`src/acsq_pkg.sv`:
```
// Shared widths, codes and the queue word for the calibration sequencer.
package acsq_pkg;

    localparam int SAMPLE_BITS   = 24;
    localparam int NUM_ADCS_DEF  = 3;
    localparam int COUNT_BITS_DEF = 16;
    localparam int REQ_BITS      = 16;
    localparam int NUM_CHANS     = 8;
    localparam int CFG_IDX_BITS  = 3;

    localparam logic [CFG_IDX_BITS-1:0] CFG_MAX_GROUND_ONE   = 3'd0;
    localparam logic [CFG_IDX_BITS-1:0] CFG_MAX_RESIDUAL_ONE = 3'd1;
    localparam logic [CFG_IDX_BITS-1:0] CFG_MAX_GROUND_TWO   = 3'd2;
    localparam logic [CFG_IDX_BITS-1:0] CFG_FULL_SCALE       = 3'd3;
    localparam logic [CFG_IDX_BITS-1:0] CFG_REQUIRED_ROUNDS  = 3'd4;

    localparam logic       CMD_STEP   = 1'b0;
    localparam logic       CMD_SAMPLE = 1'b1;

    localparam logic [1:0] PHASE_START = 2'd0;
    localparam logic [1:0] PHASE_ONE   = 2'd1;
    localparam logic [1:0] PHASE_TWO   = 2'd2;
    localparam logic [1:0] PHASE_DONE  = 2'd3;

    localparam logic [1:0] GAIN_NONE = 2'd0;
    localparam logic [1:0] GAIN_ONE  = 2'd1;
    localparam logic [1:0] GAIN_TWO  = 2'd2;

    typedef struct packed {
        logic                          command;
        logic [1:0]                    adc;
        logic signed [SAMPLE_BITS-1:0] ground;
        logic signed [SAMPLE_BITS-1:0] supply;
        logic signed [SAMPLE_BITS-1:0] mid;
        logic [SAMPLE_BITS+1:0]        res_mag;
    } acsq_item_t;

endpackage

```
`src/acsq_fifo.sv`:
```
// Two-entry queue between front and back ends.
module acsq_fifo (
    input  logic                 clk,
    input  logic                 rst_n,
    input  logic                 push,
    input  acsq_pkg::acsq_item_t push_item,
    output logic                 full,
    input  logic                 pop,
    output acsq_pkg::acsq_item_t head,
    output logic                 empty
);
    import acsq_pkg::*;

    acsq_item_t mem_reg [2];
    logic       wptr_reg, rptr_reg;
    logic [1:0] cnt_reg;

    assign full  = (cnt_reg == 2'd2);
    assign empty = (cnt_reg == 2'd0);
    assign head  = mem_reg[rptr_reg];

    always_ff @(posedge clk or negedge rst_n)
    begin
        if (!rst_n)
        begin
            wptr_reg <= 1'b0;
            rptr_reg <= 1'b0;
            cnt_reg  <= 2'd0;
        end
        else
        begin
            if (push)
            begin
                wptr_reg <= ~wptr_reg;
            end
            if (pop)
            begin
                rptr_reg <= ~rptr_reg;
            end
            cnt_reg <= cnt_reg + (push ? 2'd1 : 2'd0) - (pop ? 2'd1 : 2'd0);
        end
    end

    always_ff @(posedge clk)
    begin
        if (push)
        begin
            mem_reg[wptr_reg] <= push_item;
        end
    end

endmodule

```
`config.mk`:
```
export PLATFORM = sky130hd
export DESIGN_NAME = acsq_fifo
export DESIGN_NICKNAME = d
export VERILOG_FILES = /design/src/acsq_pkg.sv /design/src/acsq_fifo.sv
export SDC_FILE = /design/constraint.sdc
export NUM_CORES = 1
export LEC_CHECK = 0
export BUFFER_PORTS_ARGS = -buffer_cell sky130_fd_sc_hd__buf_2
export CAP_MARGIN = 10
export CORE_UTILIZATION = 46
export CTS_CLUSTER_DIAMETER = 50
export CTS_CLUSTER_SIZE = 20
export DETAILED_ROUTE_END_ITERATION = 6
export HOLD_SLACK_MARGIN = 0.02
export PLACE_DENSITY = 0.82
export SYNTH_ARGS = -nofsm -noshare
export SYNTH_HDL_FRONTEND = slang
export SYNTH_SLANG_ARGS = --single-unit
```
`constraint.sdc`:
```
create_clock -name clk -period 5.2 [get_ports clk]
set_clock_uncertainty 0.1 [all_clocks]
set_input_delay 0.52 -clock clk [delete_from_list [all_inputs] [get_ports clk]]
set_output_delay 0.52 -clock clk [all_outputs]
set_load 0.01 [all_outputs]
```
Word level (Yosys, flattened, before mapping)

Memory sizes are Yosys's and may differ from the RTL's.
Cells that the tools add are included.

Input bits: 105
Bits in registers: 4
Word-level logic and storage cells: 14
Output and inout bits: 103
Bits in writable memories: 202
Memories kept: 1

Bitwise operators: 2
Reduce and logical (&&, ||, !) cells: 1
Muxes and demuxes: 4
Equality and inequality tests: 1
$add $sub $neg: 2

Memory list:

| name    | depth | bits a word | read ports | clocked after Yosys merged registers in | wr ports | line            | text |
|---|---|---|---|---|---|---|---|
| mem_reg | 2     | 101         | 1          | 0                                       | 1        | acsq_fifo.sv:14 | `acsq_item_t mem_reg [2];` |

Operators by type and width:

| operator                                    | count |
|---|---|
| 1-bit two-way mux                           | 4 |
| 2-bit by 1-bit adder with 2-bit output      | 1 |
| 2-bit equality test, second input constant  | 1 |
| 2-bit zero test                             | 1 |
| 1-bit NOT                                   | 2 |
| 2-bit by 1-bit subtractor with 2-bit output | 1 |

Logic depth before layout (Yosys ltp)

Depth in word-level cells: 3
Mapped depth: 5
Depth with buffers taken out: 5

Worst setup path before layout

Ideal clock, no wire load.

Kind: input-to-reg
Start point: in push
End point: mem mem_reg[0][0] (netlist bit), enable pin
Data arrival time: 4.915 ns
Data required time: 4.526 ns
Path slack: -0.389 ns
Stages: 1
Buffers on the path: 0
Path through: nor2b_1

Longest elaborated chain between the ends: 2

Ends and longest elaborated chain:

| what                                    | line            | text |
|---|---|---|
| start, declared                         | acsq_fifo.sv:5  | `input logic push,` |
| 1-bit two-way mux                       | acsq_fifo.sv:46 | `if (push)` |
| 1-bit two-way mux (not written as such) | acsq_fifo.sv:48 | `mem_reg[wptr_reg] <= push_item;` |
| end, declared                           | acsq_fifo.sv:14 |  |

No other way between the ends.

==> impl_metrics.csv <==
group,metric,value,unit
run_status,outcome,"completed",
synthesis,yosys_register_bits,206,
critical_path,worstPathBufferInverterCount,2,
critical_path,timing.critical_path.max_delay_family,"flip-flops",
critical_path,reg2reg_to,"mem_reg[1][55]$_DFFE_PP_",
floorplanning,die_span_y,132.3,um
timing,setup_repair_after_global_routing_missed_its_margin,"false",
grt,grt_first_pass_wirelength,20970,um
grt,antenna_found_initial,1,
finish,insertedDiodeCount,0,
synthesis,number_of_standard_cells_after_synthesis,329,
clock_tree,cts.clk_slew.worst_paths,0.08,ns
critical_path,cp_num_cells,3,
clock_tree,tritoncts,"yes",
grt,grt_use_met3,0.04152,
route,avgViaCountPerCell,4.870,
critical_path,worstSetupStartpointType,"register",
floorplanning,fp.dieArea,0.01750,mm2
grt,grtUsageMet2,0.2822,
critical_path,crit_chain,"buf_4, mux2_2, buf_2",
clock_tree,cts-hold-fix-buffers,1,
route,antenna_violating_nets_post_route,0,
synthesis,synth_warnings,0,
run,max_cap_viol_count,0,
clock_tree,clk_latency,0.47,ns
floorplanning,overall_die_width,132.3,um
grt,grtUsageTotal,0.1543,
route,wl_per_cell,17.50,um
grt,globalRouteMet1Util,0.1721,
synthesis,post_synth_num_cell_types,14,
power,power_leakage,3.902,nW
timing,maximum_frequency_from_static_timing_analysis,311.2,MHz
grt,first_global_vias,4068,
placed_design,gp_routability_congestion,0.7263,
critical_path,reg2reg_from,"wptr_reg$_DFFE_PN0P_",
timing,max_slew.worst_pin.slew,0.8641,ns
critical_path,timing.critical_path.to_type,"output port",
synthesis,synth_fa_ha_area_frac,0.003205,
finish,largest_register_ffs,202,
critical_path,critPathSlowestCell,"sky130_fd_sc_hd__dfrtp_4",
floorplanning,initial_core_util,0.4708,
power,power-per-cell-area,551.9,mW/mm2
power,peak_supply_drop,0.3717,mV
clock_tree,htreeDepth,1,
critical_path,critical_path.endpoint,"head[91]",
floorplanning,io-pin-count,208,
placed_design,detailed_place_hpwl,9256,um
synthesis,synth_compound_area_frac,0,
grt,grt_most_used_layer,"met2",
synthesis,synth_top_area_cell,"sky130_fd_sc_hd__edfxtp_1",
route,totalWireLength,13610,um
clock_tree,clock_tree.buffer_depth,3,
timing,hold_ws,0.1327,ns
floorplanning,coreArea,0.01658,mm2
critical_path,required,4.58,ns
finish,syn_to_final_growth,24.54,%
finish,ratio_of_cells_with_drive_above_1_in_the_final_layout,0.6129,
synthesis,syn-num-nets,436,
timing,shortest_clock_period_the_worst_path_allows_after_layout,3.214,ns
route,drt_pass1_iterations,4,
route,vias,3789,
clock_tree,post_cts.resized_instances,0,
timing,hold_viol,0,
route,drc,0,
synthesis,synth-xor-area-share,0.005288,
critical_path,cp_max_fo,52,
synthesis,syn_area,0.007807,mm2
grt,grt.overflow.total,0,
synthesis,synth_top_cells_by_area,"sky130_fd_sc_hd__edfxtp_1 (78%), sky130_fd_sc_hd__mux2_4 (15%), sky130_fd_sc_hd__mux2_2 (3.0%), sky130_fd_sc_hd__dfrtp_1 (1.3%), sky130_fd_sc_hd__buf_6 (1.2%)",
timing,slew-limit-headroom,0.4239,
worst_hold_path,hold_path.class,"in -> reg",
synthesis,yosys.area_share.simple,0.002885,
finish,layout.cells.most_common_list,"sky130_fd_sc_hd__buf_2 (207), sky130_fd_sc_hd__edfxtp_1 (202), sky130_fd_sc_hd__mux2_4 (80)",
grt,grt_max_degree,74,
route,dr.first_iter.drc_count,187,
floorplanning,placement_rows,47,
critical_path,cp_startpoint,"rptr_reg$_DFFE_PN0P_",
critical_path,cp.arrival,2.59,ns
synthesis,synth_top_family_by_area,"multiplexers",
synthesis,synth_top_area_frac,0.7769,
worst_hold_path,worst_hold_path.num_cells,1,
clock_tree,post_cts_buffers,0,
synthesis,syn_area_per_cell,23.73,um2
clock_tree,cts_root_buffer,"sky130_fd_sc_hd__clkbuf_16",
timing,setup-violations-final,0,
clock_tree,cts.sinks,206,
synthesis,post_synth_mux_area_share,0.1841,
placed_design,port_buffers,207,
critical_path,worstRegToRegCells,2,
timing,final.setup.tns,0,ns
timing,period_share,0.6181,
clock_tree,cts_made_buffers,17,
timing,maxSlewViolCount,0,
finish,mostFrequentLayoutCell,"sky130_fd_sc_hd__buf_2",
finish,finalNetCount,656,
synthesis,ys_seq_area_frac,0.7897,
critical_path,cpPeakStageDelay,1.00,ns
critical_path,setup.reg_to_reg.worst_slack,2.93,ns
critical_path,category_of_the_most_critical_setup_path,"reg -> out",
cells by family (layout without fill, tap and decap cells):
kind of cell,after synthesis,in the layout
adders and majority gates,2,2
xor gates and xnor gates,3,3
DFF,206,206
muxes,101,101
and+or+nand+nor,4,4
buffers and inverters,13,242
power by group:
group / leakage [nW] / internal [mW] / switching, mW
combinational: 1.65 / 0.818 / 0.705
sequential: 1.94 / 2.20 / 0.185
clock: 0.311 / 0.870 / 0.582
total: 3.90 / 3.89 / 1.47
how the worst min path moves through the flow:
stage,from,endpoint,slack [ns]
after floorplan,rst_n,cnt_reg[0]$_DFF_PN0_,0.12
after global placement,rst_n,cnt_reg[0]$_DFF_PN0_,0.22
after detailed placement,rst_n,wptr_reg$_DFFE_PN0P_,0.23
after CTS,push_item[47],mem_reg[1][47]$_DFFE_PP_,0.11
after global routing,push_item[65],mem_reg[0][65]$_DFFE_PP_,0.11
final,push_item[47],mem_reg[1][47]$_DFFE_PP_,0.13
routing by layer:
layer	part of all wire	vias up	routed length [um]
li1	-	1751	-
met2	0.52	150	7089
met3	0.068	37	927
met4	0.028	2	384
met1	0.38	1849	5198
met5	0.00088	-	12
area by class of cell:
type	instances	area (um2)
Fill cell	1257	6860
Sequential cell	206	6170
Multi-Input combinational cell	110	1536
Timing Repair Buffer	212	1089
Clock buffer	18	429.2
Tap cell	220	275.3
Clock inverter	10	216.5
Inverter	2	7.507
stage by stage:
stage	cell area [um2]	setup WS (ns)	power [mW]	cells	utilization
2_1_floorplan	7810	1.507	3.493	329	-
3_3_place_gp	9067	2.518	3.919	749	0.5468
3_5_place_dp	9067	2.459	3.971	749	0.5468
4_1_cts	9723	1.936	5.428	778	0.5863
5_1_grt	9723	1.853	5.589	778	0.5863
6_report	9723	1.986	5.366	778	0.5863
synthesized netlist by cell type (all sizes together):
library cell    n
nor2b           2
buf            11
nor2            1
ha              2
inv             2
edfxtp        202
dfrtp           4
mux2          101
xor2            2
xor3            1
and2            1
(Power assumes the default switching activity.)
