`src/acsq_pkg.sv`:
```
// Shared widths, codes and the queue word for the calibration sequencer.
package acsq_pkg;

    localparam int SAMPLE_BITS   = 24;
    localparam int NUM_ADCS_DEF  = 3;
    localparam int COUNT_BITS_DEF = 16;
    localparam int REQ_BITS      = 16;
    localparam int NUM_CHANS     = 8;
    localparam int CFG_IDX_BITS  = 3;

    localparam logic [CFG_IDX_BITS-1:0] CFG_MAX_GROUND_ONE   = 3'd0;
    localparam logic [CFG_IDX_BITS-1:0] CFG_MAX_RESIDUAL_ONE = 3'd1;
    localparam logic [CFG_IDX_BITS-1:0] CFG_MAX_GROUND_TWO   = 3'd2;
    localparam logic [CFG_IDX_BITS-1:0] CFG_FULL_SCALE       = 3'd3;
    localparam logic [CFG_IDX_BITS-1:0] CFG_REQUIRED_ROUNDS  = 3'd4;

    localparam logic       CMD_STEP   = 1'b0;
    localparam logic       CMD_SAMPLE = 1'b1;

    localparam logic [1:0] PHASE_START = 2'd0;
    localparam logic [1:0] PHASE_ONE   = 2'd1;
    localparam logic [1:0] PHASE_TWO   = 2'd2;
    localparam logic [1:0] PHASE_DONE  = 2'd3;

    localparam logic [1:0] GAIN_NONE = 2'd0;
    localparam logic [1:0] GAIN_ONE  = 2'd1;
    localparam logic [1:0] GAIN_TWO  = 2'd2;

    typedef struct packed {
        logic                          command;
        logic [1:0]                    adc;
        logic signed [SAMPLE_BITS-1:0] ground;
        logic signed [SAMPLE_BITS-1:0] supply;
        logic signed [SAMPLE_BITS-1:0] mid;
        logic [SAMPLE_BITS+1:0]        res_mag;
    } acsq_item_t;

endpackage

```
`src/acsq_back.sv`:
```
// Back end: phase sequencing, sums, ok counters, averaging divider, results.
module acsq_back #(
    parameter int NUM_ADCS   = acsq_pkg::NUM_ADCS_DEF,
    parameter int COUNT_BITS = acsq_pkg::COUNT_BITS_DEF
) (
    input  logic                                  clk,
    input  logic                                  rst_n,
    input  logic                                  cfg_we,
    input  logic [acsq_pkg::CFG_IDX_BITS-1:0]     cfg_index,
    input  logic [acsq_pkg::SAMPLE_BITS-1:0]      cfg_data,
    input  logic                                  empty,
    input  acsq_pkg::acsq_item_t                  head,
    output logic                                  pop,
    output logic                                  m_tvalid,
    input  logic                                  m_tready,
    output logic [8+3*acsq_pkg::SAMPLE_BITS-1:0]  m_tdata,
    output logic [1:0]                            m_tuser,
    output logic                                  m_tlast
);
    import acsq_pkg::*;

    localparam int SB  = SAMPLE_BITS;
    localparam int CB  = COUNT_BITS;
    localparam int SW  = SB + CB;
    localparam int AW  = (NUM_ADCS > 1) ? $clog2(NUM_ADCS) : 1;
    localparam int IW  = $clog2(SW);
    localparam int MW  = (CB > REQ_BITS) ? CB : REQ_BITS;

    localparam logic [2:0] B_IDLE  = 3'd0;
    localparam logic [2:0] B_EXEC  = 3'd1;
    localparam logic [2:0] B_DLOAD = 3'd2;
    localparam logic [2:0] B_DIV   = 3'd3;
    localparam logic [2:0] B_OUT   = 3'd4;

    logic signed [SB-1:0]   max_g1_reg, max_g2_reg, full_scale_reg;
    logic [SB-2:0]          max_res_reg;
    logic [REQ_BITS-1:0]    req_rounds_reg;

    logic [2:0]             state_reg;
    logic [1:0]             phase_reg;
    logic [CB-1:0]          cnt_reg [NUM_ADCS];
    logic                   rok_reg;
    logic [CB-1:0]          gr_reg;
    logic signed [SW-1:0]   sum_reg [NUM_ADCS][3];
    acsq_item_t             item_reg;

    logic                   rec_reg;
    logic [1:0]             rgain_reg;
    logic [1:0]             req_reg;
    logic [AW-1:0]          radc_reg;
    logic [1:0]             rf_reg;
    logic [CB-1:0]          n_reg;
    logic [SW-1:0]          dq_reg;
    logic [CB-1:0]          rem_reg;
    logic                   neg_reg;
    logic [IW-1:0]          it_reg;

    logic [1:0]             o_phase_reg, o_gain_reg, o_rgain_reg, o_radc_reg;
    logic                   o_fin_reg, o_rvalid_reg, o_last_reg, o_valid_reg;
    logic signed [SB-1:0]   avg_reg [3];

    logic [AW-1:0]          adc;
    logic                   adc_ok, all_ok, fail;
    logic [CB-1:0]          gr_next;
    logic [CB:0]            trial;
    logic                   take;
    logic [CB-1:0]          rem_next;
    logic [SW-1:0]          dq_next;
    logic signed [SW-1:0]   dsrc;

    assign adc    = item_reg.adc[AW-1:0];
    assign adc_ok = (32'(item_reg.adc) < NUM_ADCS);
    assign pop    = (state_reg == B_IDLE) && !empty;

    always_comb
    begin
        all_ok = rok_reg;
        if (item_reg.adc == 2'd0)
        begin
            all_ok = 1'b1;
            for (int i = 0; i < NUM_ADCS; i++)
            begin
                if (cnt_reg[i] == '0)
                begin
                    all_ok = 1'b0;
                end
            end
        end
        if (phase_reg == PHASE_ONE)
        begin
            fail = (item_reg.ground > max_g1_reg) ||
                   (item_reg.res_mag > (SB+2)'(max_res_reg));
        end
        else
        begin
            fail = (item_reg.supply != full_scale_reg) ||
                   (item_reg.ground > max_g2_reg);
        end
        if (all_ok)
        begin
            gr_next = (gr_reg != '1) ? gr_reg + CB'(1) : gr_reg;
        end
        else
        begin
            gr_next = '0;
        end
        trial    = {rem_reg, dq_reg[SW-1]};
        take     = (trial >= {1'b0, n_reg});
        rem_next = take ? CB'(trial - {1'b0, n_reg}) : CB'(trial);
        dq_next  = {dq_reg[SW-2:0], take};
        dsrc     = sum_reg[radc_reg][rf_reg];
    end

    always_ff @(posedge clk or negedge rst_n)
    begin
        if (!rst_n)
        begin
            max_g1_reg     <= '0;
            max_res_reg    <= '0;
            max_g2_reg     <= '0;
            full_scale_reg <= SB'({1'b0, {(SB-1){1'b1}}});
            req_rounds_reg <= REQ_BITS'(300);
        end
        else if (cfg_we)
        begin
            unique case (cfg_index)
                CFG_MAX_GROUND_ONE:   max_g1_reg     <= cfg_data;
                CFG_MAX_RESIDUAL_ONE: max_res_reg    <= cfg_data[SB-2:0];
                CFG_MAX_GROUND_TWO:   max_g2_reg     <= cfg_data;
                CFG_FULL_SCALE:       full_scale_reg <= cfg_data;
                CFG_REQUIRED_ROUNDS:  req_rounds_reg <= cfg_data[REQ_BITS-1:0];
                default:              ;
            endcase
        end
    end

    always_ff @(posedge clk or negedge rst_n)
    begin
        if (!rst_n)
        begin
            state_reg   <= B_IDLE;
            phase_reg   <= PHASE_START;
            rok_reg     <= 1'b0;
            gr_reg      <= '0;
            o_valid_reg <= 1'b0;
            rec_reg     <= 1'b0;
            for (int i = 0; i < NUM_ADCS; i++)
            begin
                cnt_reg[i] <= '0;
                for (int f = 0; f < 3; f++)
                begin
                    sum_reg[i][f] <= '0;
                end
            end
        end
        else
        begin
            unique case (state_reg)
                B_IDLE:
                begin
                    if (!empty)
                    begin
                        item_reg  <= head;
                        state_reg <= B_EXEC;
                    end
                end
                B_EXEC:
                begin
                    o_gain_reg   <= GAIN_NONE;
                    o_fin_reg    <= 1'b0;
                    o_rvalid_reg <= 1'b0;
                    o_rgain_reg  <= 2'd0;
                    o_radc_reg   <= 2'd0;
                    o_last_reg   <= 1'b1;
                    o_phase_reg  <= phase_reg;
                    for (int f = 0; f < 3; f++)
                    begin
                        avg_reg[f] <= '0;
                    end
                    rec_reg     <= 1'b0;
                    o_valid_reg <= 1'b1;
                    state_reg   <= B_OUT;
                    if (item_reg.command == CMD_STEP)
                    begin
                        if (phase_reg == PHASE_START)
                        begin
                            rok_reg   <= 1'b0;
                            gr_reg    <= '0;
                            phase_reg <= PHASE_ONE;
                            o_phase_reg <= PHASE_ONE;
                            o_gain_reg  <= GAIN_ONE;
                            for (int i = 0; i < NUM_ADCS; i++)
                            begin
                                cnt_reg[i] <= '0;
                                for (int f = 0; f < 3; f++)
                                begin
                                    sum_reg[i][f] <= '0;
                                end
                            end
                        end
                        else if (phase_reg == PHASE_DONE)
                        begin
                            o_fin_reg <= 1'b1;
                        end
                    end
                    else if ((phase_reg == PHASE_ONE || phase_reg == PHASE_TWO)
                             && adc_ok)
                    begin
                        rok_reg <= all_ok;
                        if (all_ok)
                        begin
                            sum_reg[adc][0] <= sum_reg[adc][0] + SW'(item_reg.ground);
                            sum_reg[adc][1] <= sum_reg[adc][1] + SW'(item_reg.supply);
                            sum_reg[adc][2] <= sum_reg[adc][2] + SW'(item_reg.mid);
                        end
                        else
                        begin
                            for (int f = 0; f < 3; f++)
                            begin
                                sum_reg[adc][f] <= '0;
                            end
                        end
                        if (fail)
                        begin
                            cnt_reg[adc] <= '0;
                        end
                        else if (cnt_reg[adc] != '1)
                        begin
                            cnt_reg[adc] <= cnt_reg[adc] + CB'(1);
                        end
                        if (32'(item_reg.adc) == NUM_ADCS - 1)
                        begin
                            gr_reg <= gr_next;
                            if (MW'(gr_next) > MW'(req_rounds_reg))
                            begin
                                o_valid_reg <= 1'b0;
                                rec_reg     <= 1'b1;
                                rgain_reg   <= phase_reg;
                                n_reg       <= gr_next;
                                radc_reg    <= '0;
                                rf_reg      <= 2'd0;
                                state_reg   <= B_DLOAD;
                                if (phase_reg == PHASE_ONE)
                                begin
                                    phase_reg <= PHASE_TWO;
                                    req_reg   <= GAIN_TWO;
                                end
                                else
                                begin
                                    phase_reg <= PHASE_DONE;
                                    req_reg   <= GAIN_NONE;
                                end
                            end
                        end
                    end
                end
                B_DLOAD:
                begin
                    neg_reg   <= dsrc[SW-1];
                    dq_reg    <= dsrc[SW-1] ? SW'(-dsrc) : SW'(dsrc);
                    rem_reg   <= '0;
                    it_reg    <= '0;
                    state_reg <= B_DIV;
                end
                B_DIV:
                begin
                    rem_reg <= rem_next;
                    dq_reg  <= dq_next;
                    it_reg  <= it_reg + IW'(1);
                    if (32'(it_reg) == SW - 1)
                    begin
                        avg_reg[rf_reg] <= neg_reg ? -$signed(dq_next[SB-1:0])
                                                   : $signed(dq_next[SB-1:0]);
                        if (rf_reg == 2'd2)
                        begin
                            o_phase_reg  <= phase_reg;
                            o_gain_reg   <= req_reg;
                            o_fin_reg    <= 1'b0;
                            o_rvalid_reg <= 1'b1;
                            o_rgain_reg  <= rgain_reg;
                            o_radc_reg   <= 2'(radc_reg);
                            o_last_reg   <= (32'(radc_reg) == NUM_ADCS - 1);
                            o_valid_reg  <= 1'b1;
                            state_reg    <= B_OUT;
                        end
                        else
                        begin
                            rf_reg    <= rf_reg + 2'd1;
                            state_reg <= B_DLOAD;
                        end
                    end
                end
                B_OUT:
                begin
                    if (m_tready)
                    begin
                        o_valid_reg <= 1'b0;
                        state_reg   <= B_IDLE;
                        if (rec_reg && !o_last_reg)
                        begin
                            radc_reg  <= radc_reg + AW'(1);
                            rf_reg    <= 2'd0;
                            state_reg <= B_DLOAD;
                        end
                        else if (rec_reg && rgain_reg == PHASE_ONE)
                        begin
                            rok_reg <= 1'b0;
                            gr_reg  <= '0;
                            for (int i = 0; i < NUM_ADCS; i++)
                            begin
                                cnt_reg[i] <= '0;
                                for (int f = 0; f < 3; f++)
                                begin
                                    sum_reg[i][f] <= '0;
                                end
                            end
                        end
                    end
                end
                default:
                begin
                    state_reg <= B_IDLE;
                end
            endcase
        end
    end

    assign m_tvalid = o_valid_reg;
    assign m_tlast  = o_last_reg;
    assign m_tuser  = {o_rvalid_reg, o_fin_reg};
    assign m_tdata  = {avg_reg[2], avg_reg[1], avg_reg[0],
                       o_radc_reg, o_rgain_reg, o_gain_reg, o_phase_reg};

endmodule

```
`config.mk`:
```
export PLATFORM = sky130hd
export DESIGN_NAME = acsq_back
export DESIGN_NICKNAME = d
export VERILOG_FILES = /design/src/acsq_pkg.sv /design/src/acsq_back.sv
export SDC_FILE = /design/constraint.sdc
export NUM_CORES = 2
export LEC_CHECK = 0
export ABC_AREA = 1
export BUFFER_PORTS_ARGS = -buffer_cell sky130_fd_sc_hd__buf_2
export CAP_MARGIN = 20
export CORE_AREA = 8 8 339 341
export DETAILED_ROUTE_END_ITERATION = 8
export DIE_AREA = 0 0 347 349
export GPL_TIMING_DRIVEN = 1
export PLACE_DENSITY = 0.64
export SKIP_CTS_REPAIR_TIMING = 1
export SLEW_MARGIN = 10
export SYNTH_ARGS = -nofsm -noshare
export SYNTH_HDL_FRONTEND = slang
export SYNTH_SLANG_ARGS = --single-unit
```
`constraint.sdc`:
```
create_clock -name clk -period 11.2 [get_ports clk]
set_input_delay 1.68 -clock clk [delete_from_list [all_inputs] [get_ports clk]]
set_output_delay 1.68 -clock clk [all_outputs]
set_load 0.02 [all_outputs]
```
# Word-level counts from Yosys, hierarchy flattened
# Memories as Yosys holds them, arrays and structs flattened.
# Cells that the tools add are included.
# Widths: inputs -> output; s select.
# classes
muxes	143
eq_ne	38
magnitude_cmp	10
n_reduce_logical	42
add_sub_neg	11
bitwise	12
# op_table
cell	n
$mux 360	7
$and 360x360->360	3
$bwmux 360	3
$not 360->360	3
$demux 120 s2	3
$pmux 360 s2	1
$mux 120	5
$bmux 120 s2	2
$mux 48	8
$mux 16	13
$mux 40	4
$add 40x24->40	3
$pmux 48 s2	1
$bmux 40 s2	1
$mux 80	1
$pmux 40 s2	1
$pmux 16 s2	2
$mux 2	27
$and 48x48->48	1
$bwmux 48	1
$gt 24x24->1	2
$logic_not 16->1	3
$mux 24	2
$not 48->48	1
51 further kinds	158
# word_totals
ramBits	72
register_bits	742
memories	1
# memory_table
name	depth	width	read_ports	rd_clocked_by_memory_dff	write_ports	line_no	text
avg_reg	3	24	3	0	3	acsq_back.sv:60	logic signed [SB-1:0] avg_reg [3];

# Depth between registers and ports, before layout
# depth
depth_word	13
depth_mapped	28

# Worst setup path after synthesis
# No wires, ideal clock.
# synth_path
path_kind	in2reg
start	input port rst_n
end	register item_reg, in the netlist adc[0] (enable)
setup_slack_ps	1917
cell_stages	2
t_arrival_ps	8599
cell_sequence	inv_1 > nor3_1
# synth_between
elab_chain_len	1
# synth_lines
item	line_no	text
start, declared	acsq_back.sv:7	input logic rst_n,
$reduce_and 3->1 (no line)	--	
end signal, assigned	acsq_back.sv:163	item_reg <= head;
end, declared	acsq_back.sv:45	acsq_item_t item_reg;
# Every way passes these cells.
# A chain may end at the register's enable or synchronous reset.

# Worst setup path in the final report
# layout_path
start	register phase_reg[1]
end	register sum_reg[241] (netlist name)
# layout_between
elab_chain_len	5
word_cells_on_any_way	8
classes_between	eq/ne (4); reduce/logical (4)
# layout_lines
item	line_no	text
start, declared	acsq_back.sv:40	logic [1:0] phase_reg;
start signal, assigned	acsq_back.sv:142	phase_reg <= PHASE_START;
start signal, assigned	acsq_back.sv:189	phase_reg <= PHASE_ONE;
start signal, assigned	acsq_back.sv:245	phase_reg <= PHASE_TWO;
$eq 2x1->1 or $eq 2x2->1 (tied branches)	acsq_back.sv:206	else if ((phase_reg == PHASE_ONE || phase_reg == PHASE_TWO)
$logic_or 1x1->1	acsq_back.sv:206	
$logic_and 1x1->1	acsq_back.sv:207	&& adc_ok)
$ne 3x3->1 (no line)	--	
$reduce_and 6->1 (no line) *	--	
end signal, assigned by index	acsq_back.sv:212	sum_reg[adc][0] <= sum_reg[adc][0] + SW'(item_reg.ground);
end signal, assigned by index	acsq_back.sv:213	sum_reg[adc][1] <= sum_reg[adc][1] + SW'(item_reg.supply);
end signal, assigned by index	acsq_back.sv:214	sum_reg[adc][2] <= sum_reg[adc][2] + SW'(item_reg.mid);
end, declared	acsq_back.sv:44	logic signed [SW-1:0] sum_reg [NUM_ADCS][3];
# Every way passes the cells marked *; elsewhere a longest branch is shown, timed or not.

==> run_results.csv <==
group,metric,value,unit
global_route,grt_pass1_vias,50500,
worst_hold_path,type_of_the_worst_min_delay_path,"register to register",
floorplan,core,110000,µm²
place,hpwl,142,mm
clock_network,clock_slew_seen_by_the_registers_of_the_worst_setup_and_hold_paths,0.06,ns
routing,detail_route.drc_violations,0,
floorplan,placementRows,122,
sta,fmax,160,MHz
global_route,antenna_found_initial,9,
finish,area.growth.synth_to_final,9.86,%
floorplan,die_y,349,µm
clock_network,cts_inserted_buffers,95,
global_route,gr-total-overflow,0,
finish,final_nets,7732,
sta,finalHoldViolations,0,
synth,asyncSetResetFlopFracSynth,66.8,%
worst_setup_path,worst_setup_path_start_kind,"register",
place,place_worst_setup_slack,5.25,ns
synth,synth.ff_latch_count,813,
synth,sequential_fraction_of_the_synthesis_area,40.1,%
sta,rsz0062_at_grt,"false",
place,detailed_place.area,56200,µm²
worst_setup_path,worst-path-max-fanout,64,
sta,layout_min_cycle_time,6.25,ns
synth,synthesis.nets,7724,
worst_setup_path,crit_path_max_incr_delay,0.97,ns
worst_setup_path,crit_path_end_kind,"register",
routing,dr_total_vias,53900,
synth,yosysMostFrequentCell,"sky130_fd_sc_hd__nand2_1",
clock_network,clock_insertion_delay_worst_skew,0.71,ns
routing,wl_per_cell,23.3,µm
routing,wl,206,mm
place,place_congestion,0.982,
finish,largest_register_ff_count,360,
sta,fin_setup_tns,0,ns
clock_network,tritoncts_clock_tree,"built",
synth,ys_top_cells_by_area,"sky130_fd_sc_hd__dfrtp_1 24%, sky130_fd_sc_hd__edfxtp_1 15%, sky130_fd_sc_hd__nand2_1 12%",
synth,netlist_top_cells_count,"1748 x sky130_fd_sc_hd__nand2_1, 1012 x sky130_fd_sc_hd__o21ai_0, 785 x sky130_fd_sc_hd__inv_1",
synth,syn_avg_cell_area,7.37,µm²
finish,num-fill-cells,10600,
sta,final_worst_slack,4.95,ns
synth,synth-edff-count,270,
global_route,largest_net_degree_at_the_start_of_global_routing,173,
finish,post_layout_nonfiller_instances,8870,
sta,pins_over_their_slew_limit,0,
routing,vias_per_cell,6.07,
sta,worst_slew_margin_relative_to_its_limit,21.7,%
power_and_ir_drop,vdd.ir_drop.worst,0.000152,V
power_and_ir_drop,power_density,161,nW/µm²
run_status,run_status,"finished, final reports clean",
worst_setup_path,critPathSlowestCell,"sky130_fd_sc_hd__a21oi_1",
routing,drtAntennaViolNets,0,
worst_setup_path,worstPathCellList,"inv_1 -> ha_1 -> inv_1 -> a21oi_1 -> inv_1 -> a21oi_1 -> nand2_1 -> nor2_2 -> inv_1 -> a21oi_4 -> nand2_1 -> buf_4 -> clkinv_2 -> buf_4 -> nand2_1 -> o32ai_1",
sta,worstMarginPinSlew,1.16,ns
synth,synthDominantAreaCellType,"sky130_fd_sc_hd__dfrtp_1",
sta,period_share,55.8,%
sta,count_of_final_setup_violators,0,
synth,ys_warn_count,0,
finish,drive_above_1_share,7.42,%
place,port-buffer-count,217,
place,place_inst,8688,
synth,synth_top_area_share,23.8,%
clock_network,clock-root-buffer,"sky130_fd_sc_hd__clkbuf_16",
finish,post-route-cell-area,59500,µm²
worst_setup_path,criticalPathCategory,"register to register",
synth,postSynthCellCount,7355,
synth,synthFlopType,"sky130_fd_sc_hd__dfrtp_1",
worst_setup_path,worstPathArrival,6.84,ns
clock_network,clock_tree.buffer_depth,3,
floorplan,die_w,347,µm
synth,netlist_area,54200,µm²
global_route,grt_first_pass_wirelength,311,mm
global_route,grt.total_usage,32.7,%
floorplan,start_util,49.4,%
clock_network,cts_max_level,3,
worst_setup_path,critical_path.most_common_cell,"sky130_fd_sc_hd__inv_1",
routing,drt-pass1-iter-count,9,
sta,fin_skew,0.0354,ns
routing,first_iteration_detailed_routing_drc_count,7029,
floorplan,design.portCount,218,
floorplan,design.die.area,121000,µm²
run,cap_viol_max_count,0,
clock_network,cts_sinks,813,
synth,netlist-cell-type-count,64,
worst_setup_path,required,11.79,ns
power_and_ir_drop,leakage,26.1,nW
[report_power, final]
| group | switching [mW] | total [mW] | internal (mW) |
|---|---|---|---|
| registers | 0.132 | 3.47 | 3.33 |
| clock network | 1.38 | 3.26 | 1.89 |
| logic | 2.24 | 2.86 | 0.619 |
| total | 3.75 | 9.59 | 5.84 |
[final cells by class]
cell class	instances	area, µm²	area share [%]
repair buffers	302	1800	3.03
clock inverters	48	629	1.06
well taps	1426	1780	3.00
diodes	1	2.50	0.00420
clock buffers	129	2630	4.41
multi-input cells	5352	27900	46.9
flip-flops and latches	813	21700	36.5
inverters	799	3020	5.08
[worst max-delay path, delay by kind of cell, from the launching register on]
kind / cells / cell delay (ns)
AO/OA/AOI/OAI: 4 / 1.79
flip-flops: 1 / 0.42
adder cells (fa/ha/maj): 1 / 0.28
AND/OR/NAND/NOR: 4 / 0.87
buffers and inverters: 7 / 2.63
[cell families after synthesis]
kind of cell             after synthesis  synth area share (%)
AO/OA/AOI/OAI                       1991                  20.7
XOR/XNOR                             135                  2.18
adder cells (fa/ha/maj)              236                  5.50
buffers and inverters               1190                  8.52
flip-flops                           813                  40.1
AND/OR/NAND/NOR                     2990                  23.0
[cells in the final DEF, fill, tap and decap left out, types with 95 or more instances in the layout]
cell type / count
sky130_fd_sc_hd__o22ai_1: 113
sky130_fd_sc_hd__ha_1: 232
sky130_fd_sc_hd__dfrtp_1: 516
sky130_fd_sc_hd__clkbuf_16: 95
sky130_fd_sc_hd__nor2_1: 475
sky130_fd_sc_hd__buf_2: 216
sky130_fd_sc_hd__inv_1: 784
sky130_fd_sc_hd__a22oi_1: 124
sky130_fd_sc_hd__o21ai_0: 1012
sky130_fd_sc_hd__a21oi_1: 429
sky130_fd_sc_hd__nand2_1: 1748
sky130_fd_sc_hd__edfxtp_1: 270
sky130_fd_sc_hd__nand3_1: 534
[path summary, 6_finish.rpt]
check	slack, ns	startpoint	cells after the start	endpoint
max	4.95	phase_reg[1]$_DFFE_PN0P_	16	sum_reg[241]$_DFFE_PN0P_
min	0.48	max_g2_reg[7]$_DFFE_PN0P_	2	max_g2_reg[7]$_DFFE_PN0P_
max reg2reg	4.95	phase_reg[1]$_DFFE_PN0P_	16	sum_reg[241]$_DFFE_PN0P_
min reg2reg	0.48	max_g2_reg[7]$_DFFE_PN0P_	2	max_g2_reg[7]$_DFFE_PN0P_
max in group asynchronous	7.25	rst_n	4	sum_reg[38]$_DFFE_PN0P_
min in group asynchronous	0.91	rst_n	1	max_res_reg[16]$_DFFE_PN0P_
[per-stage QoR]
stage                     power, mW  hold WS [ns]  utilization, %
after global routing           9.91         0.506            54.3
final                          9.59         0.484            54.3
after detailed placement       6.27         0.469            51.3
after floorplan                5.14         0.449               -
after CTS                      9.52         0.485            54.3
after global placement         6.24         0.466            51.3
[metal layers]
| metal | vias up | part of all wire, % | routed length [µm] | global-route usage (%) |
|---|---|---|---|---|
| li1 | 25000 | - | - | - |
| met1 | 25600 | 41 | 85300 | 44.5 |
| met2 | 2782 | 44 | 90100 | 50.1 |
| met3 | 501 | 10 | 21400 | 7.38 |
| met4 | 2 | 4.6 | 9560 | 14.0 |
| met5 | - | 0.0073 | 15 | 0 |
Note: power is estimated with default switching activity, not from simulation.
